==> config.mk <==
export PLATFORM = sky130hd
export DESIGN_NAME = ps2_mouse_packet_decoder_unit
export DESIGN_NICKNAME = d
export VERILOG_FILES = /design/src/rtl/core/ps2md_pkg.sv /design/src/rtl/core/ps2_mouse_packet_decoder_unit.sv
export SDC_FILE = /design/constraint.sdc
export NUM_CORES = 1
export LEC_CHECK = 0
export ABC_CLOCK_PERIOD_IN_PS = 14350
export BUFFER_PORTS_ARGS = -buffer_cell sky130_fd_sc_hd__buf_2
export CORE_MARGIN = 3
export CORE_UTILIZATION = 60
export DETAILED_ROUTE_END_ITERATION = 8
export GPL_TIMING_DRIVEN = 0
export PLACE_DENSITY_LB_ADDON = 0.2
export RECOVER_POWER = 100
export SETUP_SLACK_MARGIN = 0.05
export SLEW_MARGIN = 15
export SYNTH_ARGS = -nofsm -noshare
export SYNTH_HDL_FRONTEND = slang
export SYNTH_SLANG_ARGS = --single-unit
==> constraint.sdc <==
create_clock -name clk -period 14.35 [get_ports clk]
set_input_delay 4.305 -clock clk [delete_from_list [all_inputs] [get_ports clk]]
set_output_delay 4.305 -clock clk [all_outputs]
set_load 0.05 [all_outputs]
==> src/rtl/core/ps2md_pkg.sv <==
// -----------------------------------------------------------------------------
// PS/2 mouse packet decoder package
// Widths, codes, result type and saturating helpers shared by the decoder.
// -----------------------------------------------------------------------------
`timescale 1ns / 1ps

package ps2md_pkg;

  localparam int ACCUM_WIDTH = 16;
  localparam int DELTA_W     = 10;
  localparam int OUT_W       = 16;

  localparam int IN_TDATA_W  = 8;
  localparam int IN_TUSER_W  = 1;
  localparam int OUT_TDATA_W = 56;
  localparam int OUT_TUSER_W = 2;
  localparam int CFG_IDX_W   = 3;
  localparam int CFG_DATA_W  = 16;

  localparam logic OP_BYTE = 1'b0;
  localparam logic OP_TICK = 1'b1;

  localparam logic [1:0] KIND_RESEND  = 2'd0;
  localparam logic [1:0] KIND_BUTTONS = 2'd1;
  localparam logic [1:0] KIND_MOTION  = 2'd2;

  localparam logic [CFG_IDX_W-1:0] CFG_SCROLL_MODE   = 3'd0;
  localparam logic [CFG_IDX_W-1:0] CFG_INVERT_X      = 3'd1;
  localparam logic [CFG_IDX_W-1:0] CFG_INVERT_Y      = 3'd2;
  localparam logic [CFG_IDX_W-1:0] CFG_BYTE_TIMEOUT  = 3'd3;
  localparam logic [CFG_IDX_W-1:0] CFG_REPORT_PERIOD = 3'd4;

  localparam logic [15:0] BYTE_TIMEOUT_RESET  = 16'd500;
  localparam logic [7:0]  REPORT_PERIOD_RESET = 8'd10;

  typedef logic signed [ACCUM_WIDTH-1:0] acc_t;
  typedef logic signed [DELTA_W-1:0]     delta_t;
  typedef logic signed [OUT_W-1:0]       out16_t;

  typedef struct packed {
    logic [1:0] kind;
    logic [2:0] buttons;
    out16_t     motion_x;
    out16_t     motion_y;
    out16_t     wheel;
  } result_t;

  function automatic acc_t sat_add(acc_t a, delta_t d);
    logic signed [ACCUM_WIDTH:0] s;
    acc_t                        r;
    s = (ACCUM_WIDTH+1)'(a) + (ACCUM_WIDTH+1)'(d);
    if (s[ACCUM_WIDTH] != s[ACCUM_WIDTH-1]) begin
      r = s[ACCUM_WIDTH] ? {1'b1, {(ACCUM_WIDTH-1){1'b0}}}
                         : {1'b0, {(ACCUM_WIDTH-1){1'b1}}};
    end else begin
      r = s[ACCUM_WIDTH-1:0];
    end
    return r;
  endfunction

  function automatic out16_t to_out16(acc_t v);
    logic signed [32:0] w;
    out16_t             r;
    w = 33'(v);
    if (w > 33'sd32767) begin
      r = 16'sh7FFF;
    end else if (w < -33'sd32768) begin
      r = 16'sh8000;
    end else begin
      r = w[15:0];
    end
    return r;
  endfunction

endpackage

==> src/rtl/core/ps2_mouse_packet_decoder_unit.sv <==
// Takes one beat per clock while s_tready is high: a mouse byte (tuser 0) or a
// millisecond tick (tuser 1). Each beat is decoded in the cycle it is accepted
// and any result goes to the result register, or to the skid register while
// m_tready is low. A two-deep output stage (result register plus skid
// register) lets s_tready stay high while one result waits; s_tready drops only
// when both are full. Configuration writes should be made with the block idle.
// -----------------------------------------------------------------------------
// PS/2 mouse packet decoder
// Frames 3- or 4-byte mouse packets, accumulates motion with saturation,
// reports button changes at once and motion on a tick period.
// -----------------------------------------------------------------------------
`timescale 1ns / 1ps

module ps2_mouse_packet_decoder_unit (
  input  logic                                clk,
  input  logic                                rst,
  input  logic                                s_tvalid,
  output logic                                s_tready,
  input  logic [ps2md_pkg::IN_TDATA_W-1:0]    s_tdata,   // [7:0] data_byte
  input  logic [ps2md_pkg::IN_TUSER_W-1:0]    s_tuser,   // [0] op
  output logic                                m_tvalid,
  input  logic                                m_tready,
  // [0] button_left, [1] button_right, [2] button_middle, [18:3] motion_x,
  // [34:19] motion_y, [50:35] wheel, [55:51] zero
  output logic [ps2md_pkg::OUT_TDATA_W-1:0]   m_tdata,
  output logic [ps2md_pkg::OUT_TUSER_W-1:0]   m_tuser,   // [1:0] kind
  input  logic                                cfg_we,
  input  logic [ps2md_pkg::CFG_IDX_W-1:0]     cfg_index,
  input  logic [ps2md_pkg::CFG_DATA_W-1:0]    cfg_data
);
  import ps2md_pkg::*;

  localparam logic [1:0] POS_FIRST  = 2'd0;
  localparam logic [1:0] POS_SECOND = 2'd1;
  localparam logic [1:0] POS_THIRD  = 2'd2;
  localparam logic [1:0] POS_FOURTH = 2'd3;

  logic        scroll_mode;
  logic        invert_x;
  logic        invert_y;
  logic [15:0] byte_timeout_ticks;
  logic [7:0]  report_period_ticks;

  logic [1:0]  pos, pos_next;
  logic [7:0]  pkt [3];
  logic [2:0]  buttons, buttons_next;
  acc_t        sum_x, sum_x_next;
  acc_t        sum_y, sum_y_next;
  acc_t        sum_w, sum_w_next;
  logic        armed, armed_next;
  logic [15:0] tcount, tcount_next;
  logic [7:0]  pcount, pcount_next;

  logic        accept;
  logic [7:0]  b;
  logic        we0, we1, we2;
  logic        finish;
  logic [7:0]  fin_y;
  logic [3:0]  fin_w;
  delta_t      dx, dy, dw, mx, my;
  acc_t        add_x, add_y, add_w;
  logic [15:0] tinc;
  logic [7:0]  pinc;

  logic        res_valid;
  result_t     res;
  logic        out_valid, skid_valid;
  result_t     out_q, skid_q;

  assign accept   = s_tvalid & s_tready;
  assign s_tready = ~skid_valid;
  assign b        = s_tdata[7:0];

  // movement deltas
  assign mx    = {pkt[0][4], pkt[0][4], pkt[1]};
  assign my    = {pkt[0][5], pkt[0][5], fin_y};
  assign dx    = invert_x ? -mx : mx;
  assign dy    = invert_y ? my : -my;
  assign dw    = {{(DELTA_W-4){fin_w[3]}}, fin_w};
  assign add_x = sat_add(sum_x, dx);
  assign add_y = sat_add(sum_y, dy);
  assign add_w = sat_add(sum_w, dw);
  assign tinc  = tcount + 16'd1;
  assign pinc  = pcount + 8'd1;

  always_comb begin
    pos_next     = pos;
    buttons_next = buttons;
    sum_x_next   = sum_x;
    sum_y_next   = sum_y;
    sum_w_next   = sum_w;
    armed_next   = armed;
    tcount_next  = tcount;
    pcount_next  = pcount;
    we0          = 1'b0;
    we1          = 1'b0;
    we2          = 1'b0;
    finish       = 1'b0;
    fin_y        = b;
    fin_w        = 4'd0;
    res_valid    = 1'b0;
    res.kind     = KIND_RESEND;
    res.motion_x = '0;
    res.motion_y = '0;
    res.wheel    = '0;
    if (pos == POS_FOURTH) begin
      fin_y = pkt[2];
      fin_w = b[3:0];
    end
    if (accept) begin
      if (s_tuser[0] == OP_BYTE) begin
        armed_next  = 1'b0;
        tcount_next = '0;
        case (pos)
          POS_FIRST: begin
            if (!b[3]) begin
              res_valid = 1'b1;
              res.kind  = KIND_RESEND;
            end else begin
              we0        = 1'b1;
              pos_next   = POS_SECOND;
              armed_next = 1'b1;
            end
          end
          POS_SECOND: begin
            we1        = 1'b1;
            pos_next   = POS_THIRD;
            armed_next = 1'b1;
          end
          POS_THIRD: begin
            if (!scroll_mode) begin
              finish = 1'b1;
            end else begin
              we2        = 1'b1;
              pos_next   = POS_FOURTH;
              armed_next = 1'b1;
            end
          end
          default: begin
            finish = 1'b1;
          end
        endcase
        if (finish) begin
          pos_next   = POS_FIRST;
          sum_x_next = add_x;
          sum_y_next = add_y;
          sum_w_next = add_w;
          if (pkt[0][2:0] != buttons) begin
            buttons_next = pkt[0][2:0];
            res_valid    = 1'b1;
            res.kind     = KIND_BUTTONS;
          end
        end
      end else begin
        if (armed) begin
          if (tinc >= byte_timeout_ticks) begin
            pos_next    = POS_FIRST;
            armed_next  = 1'b0;
            tcount_next = '0;
          end else begin
            tcount_next = tinc;
          end
        end
        if (pinc >= report_period_ticks) begin
          pcount_next = '0;
          if (sum_x != '0 || sum_y != '0 || sum_w != '0) begin
            res_valid    = 1'b1;
            res.kind     = KIND_MOTION;
            res.motion_x = to_out16(sum_x);
            res.motion_y = to_out16(sum_y);
            res.wheel    = to_out16(sum_w);
            sum_x_next   = '0;
            sum_y_next   = '0;
            sum_w_next   = '0;
          end
        end else begin
          pcount_next = pinc;
        end
      end
    end
    res.buttons = buttons_next;
  end

  always_ff @(posedge clk) begin
    if (rst) begin
      scroll_mode         <= 1'b0;
      invert_x            <= 1'b0;
      invert_y            <= 1'b0;
      byte_timeout_ticks  <= BYTE_TIMEOUT_RESET;
      report_period_ticks <= REPORT_PERIOD_RESET;
    end else if (cfg_we) begin
      case (cfg_index)
        CFG_SCROLL_MODE:   scroll_mode         <= cfg_data[0];
        CFG_INVERT_X:      invert_x            <= cfg_data[0];
        CFG_INVERT_Y:      invert_y            <= cfg_data[0];
        CFG_BYTE_TIMEOUT:  byte_timeout_ticks  <= cfg_data[15:0];
        CFG_REPORT_PERIOD: report_period_ticks <= cfg_data[7:0];
        default: ;
      endcase
    end
  end

  always_ff @(posedge clk) begin
    if (rst) begin
      pos     <= POS_FIRST;
      buttons <= '0;
      sum_x   <= '0;
      sum_y   <= '0;
      sum_w   <= '0;
      armed   <= 1'b0;
      tcount  <= '0;
      pcount  <= '0;
    end else begin
      pos     <= pos_next;
      buttons <= buttons_next;
      sum_x   <= sum_x_next;
      sum_y   <= sum_y_next;
      sum_w   <= sum_w_next;
      armed   <= armed_next;
      tcount  <= tcount_next;
      pcount  <= pcount_next;
    end
  end

  always_ff @(posedge clk) begin
    if (we0) pkt[0] <= b;
    if (we1) pkt[1] <= b;
    if (we2) pkt[2] <= b;
  end

  // output register with skid
  always_ff @(posedge clk) begin
    if (rst) begin
      out_valid  <= 1'b0;
      skid_valid <= 1'b0;
    end else if (m_tready || !out_valid) begin
      if (skid_valid) begin
        out_valid  <= 1'b1;
        skid_valid <= 1'b0;
      end else begin
        out_valid <= res_valid;
      end
    end else if (res_valid) begin
      skid_valid <= 1'b1;
    end
  end

  always_ff @(posedge clk) begin
    if (m_tready || !out_valid) begin
      out_q <= skid_valid ? skid_q : res;
    end else if (res_valid) begin
      skid_q <= res;
    end
  end

  assign m_tvalid = out_valid;
  assign m_tuser  = out_q.kind;
  assign m_tdata  = {5'd0, out_q.wheel, out_q.motion_y, out_q.motion_x,
                     out_q.buttons[2], out_q.buttons[1], out_q.buttons[0]};

endmodule

==> summary.txt <==
Route
  • Antenna-violating nets left: 0
  • Detailed-route wire length: 27.2 mm
  • Drt pass-1 iters: 5
  • DR vias: 9293
  • Routed vias/inst: a little under 6
  • 1st-iter DRT viols: ~600
  • Wire per inst: 17.0 um
  • DRC violations left: 0

Run status
  • Failing checks: capacitance limit, slew limit
  • Status: finished with violations

Critical path
  • Worst setup startpoint: s_tvalid
  • Crit path max-delay cell type: a211oi_1
  • CP Launch Type: input port
  • Kind of critical path: input port to flop
  • Worst R2R Start: pcount[2]
  • Setup crit end kind: flop
  • Worst R2R Path Depth: 11
  • CP Cell Sequence: clkbuf_1 -> nor2b_1 -> o311ai_0 -> a211oi_1 -> a21oi_1 -> nor2_1 -> clkbuf_1
  • Reg2Reg Setup Slack: 8660 ps
  • Reg-to-reg critical path endpoint: skid_q[31]
  • WP data arrival: 8710 ps
  • Cell mode on critical path: clkbuf_1
  • Worst Path Required: around 14000 ps
  • CP max stage delay: 1360 ps
  • CP Max Fanout: 24

Placement
  • GP Congestion: about 0.9
  • Port Buf Inserts: 87
  • Setup Slack @ Placement: 6540 ps
  • Post-DP HPWL: roughly 20 mm
  • Placed Cells: 1555
  • Placed cell area: about 13000 um2

Die
  • Initial core utilization: 61.2%
  • Die Wd: 150 um
  • Std-Cell Rows: between 50 and 60
  • Die height: 150 um
  • I/O pins: 93
  • Core ar.: 20300 um2
  • Die ar.: 22500 um2

Clock network
  • Clock Sinks: 234
  • Cts bufs inserted: 25
  • CTS tree: built
  • Post-CTS setup buffer count: 0
  • Clock-pin slew on the worst setup and hold paths: 60 ps
  • Root buffer cell: clkbuf_16
  • H-Tree Depth: 1
  • Resized Gates After CTS: 0
  • Clk buf depth: 3
  • Clock Latency Late Sink: 520 ps
  • Hold_buf cts: 0

Yosys
  • Post-Syn Area: 12400 um2
  • Area leader, netlist: edfxtp_1
  • Synth top area share: a little under a third
  • Ys flop type: edfxtp_1
  • Synth top area cells: edfxtp_1 (31%), dfxtp_1 (17%), ha_1 (7.8%)
  • Count of different cell masters after synthesis: 73
  • Synthesized flop and latch total: 234
  • Yosys warns: 0
  • Syn_area_per_cell: 10.4 um2
  • EDFF count, synth: 127
  • Post-synthesis cell count: 1192
  • Ys async rst share: 0%
  • Sequential area share after synthesis: 47.9%

Cells and area
  • Final net count: 1425
  • Most common cell after layout, fill and taps aside: edfxtp_1
  • Fill cells: 1579
  • Share of layout cells above drive strength 1: 7.52%
  • Final instance area: 13900 um2
  • Ant. Diodes: 0
  • Final Non-Filler Cells: 1600
  • Commonest cells after routing, fill and taps aside: edfxtp_1 (127), nand2_1 (109), clkbuf_1 (109)
  • Area grow syn2layout: 11.8%
  • Util after Layout: 68.5%

GRT
  • GRT overflow: 0
  • Vias in the first global route: 8705
  • First-pass GRT wire length: between 40 and 50 mm
  • Total Routing Usage GR: 23.7%
  • Antenna violations before repair: 0
  • Largest net degree at the start of global routing: 57

Timing
  • Setup TNS: 0 ps
  • Tmin final: around 8600 ps
  • RSZ-0062 raised after global routing: false
  • Final Hold Slack: ~450 ps
  • Slew margin rel.: -73.6%
  • Final hold vios: 0
  • Final Cycle Share: 59.9%
  • Final setup violation count: 0
  • Achievable frequency: 116 MHz
  • Least-Margin Pin Slew: 2600 ps
  • Final worst setup slack: 5750 ps
  • Final slew viol count: 67
  • Clock skew: 24.8 ps

Pwr
  • Power Density: 103 nW/um2
  • Leak pwr: roughly 6 nW
  • Worst vdd ir: 0.0000706 V
  • Total power: 1.43 mW

Worst hold path
  • Hold worst-path end: report_period_ticks[7]
  • Hold Crit Class: flop to flop
  • Worst hold stages: 2
  • Hold Startpoint: report_period_ticks[7]

Run
  • Max Cap Violations: 2
==> power breakdown <==
part	internal, mW	leakage [nW]	switching [mW]
clock	0.370	0.392	0.261
sequential	0.710	2.29	0.00461
combinational	0.0261	3.40	0.0602
==> cell usage after synthesis, types with 5 or more instances <==
library cell	n
nand2_1	109
mux2i_1	10
a211oi_1	16
o21ai_0	33
or2_2	5
xor2_1	30
nor4_1	16
o22ai_1	5
clkbuf_1	26
a31oi_1	7
o31ai_1	5
a221o_1	28
nor2b_1	12
buf_2	5
o221a_2	14
and2_1	58
a21o_1	67
or3_1	7
nor2_1	62
nor3b_1	7
ha_1	77
xnor2_1	49
nand3_1	30
o2111ai_1	5
and3_1	18
dfxtp_1	107
o21bai_1	5
nand2b_1	9
inv_1	50
edfxtp_1	127
nand4_1	6
o211ai_1	15
buf_4	9
a21oi_1	67
o21a_1	14
nor3_1	20
==> flip-flops by register name, indices dropped and copies added, names as in the netlist <==
signal and cells:
armed 1, buttons 3, byte_timeout_ticks 16, invert_x 1, invert_y 1, m_tdata 51
m_tuser 2, m_tvalid 1, pcount 8, pkt 21, pos 2, report_period_ticks 8
scroll_mode 1, skid_q 53, skid_valid 1, sum_w 16, sum_x 16, sum_y 16
tcount 16
==> layout make-up <==
| cell class | instances | area [um2] | share of cell area, % |
|---|---|---|---|
| inverter | 50 | 188 | 1.35 |
| clock buffer | 34 | 679 | 4.89 |
| tap | 270 | 338 | 2.43 |
| multi-input combinational | 867 | 6050 | 43.5 |
| timing repair buffer | 89 | 360 | 2.59 |
| clock inverter | 11 | 120 | 0.864 |
| sequential | 234 | 5960 | 42.9 |
| buffer | 45 | 206 | 1.49 |
==> metal layers <==
| metal | GRT usage (%) | up-vias | part of all wire, % |
|---|---|---|---|
| li1 | - | 4660 | - |
| met1 | 30.8 | 4387 | 44 |
| met2 | 41.3 | 202 | 49 |
| met3 | 3.36 | 44 | 4.8 |
| met4 | 7.18 | 0 | 2.5 |
| met5 | 0 | - | 0 |
==> how the worst max path moves through the flow <==
stage,cells after the start,slack (ps),to
global route,7,5290,skid_q[31]
detailed placement,14,6540,sum_y[8]
CTS,14,7070,sum_y[8]
global placement,3,4110,skid_q[31]
floorplan,2,5880,skid_q[0]
finish,7,5750,skid_q[31]
==> logic make-up after synthesis <==
logic type	Yosys count	synth area share, %
simple gates	375	15.3
compound gates	314	18.4
flops	234	47.9
buf+inv	95	3.31
fa+ha+maj	80	8.23
xor+xnor	79	5.57
mux	14	1.17
other cells	1	0.0302
==> worst max-delay path: cells and delay by family <==
| family | cells | cell delay, ps |
|---|---|---|
| simple gates | 2 | 1430 |
| compound gates | 3 | 1760 |
| buf+inv | 2 | 1190 |
Note: power is estimated with default switching activity, not from simulation.
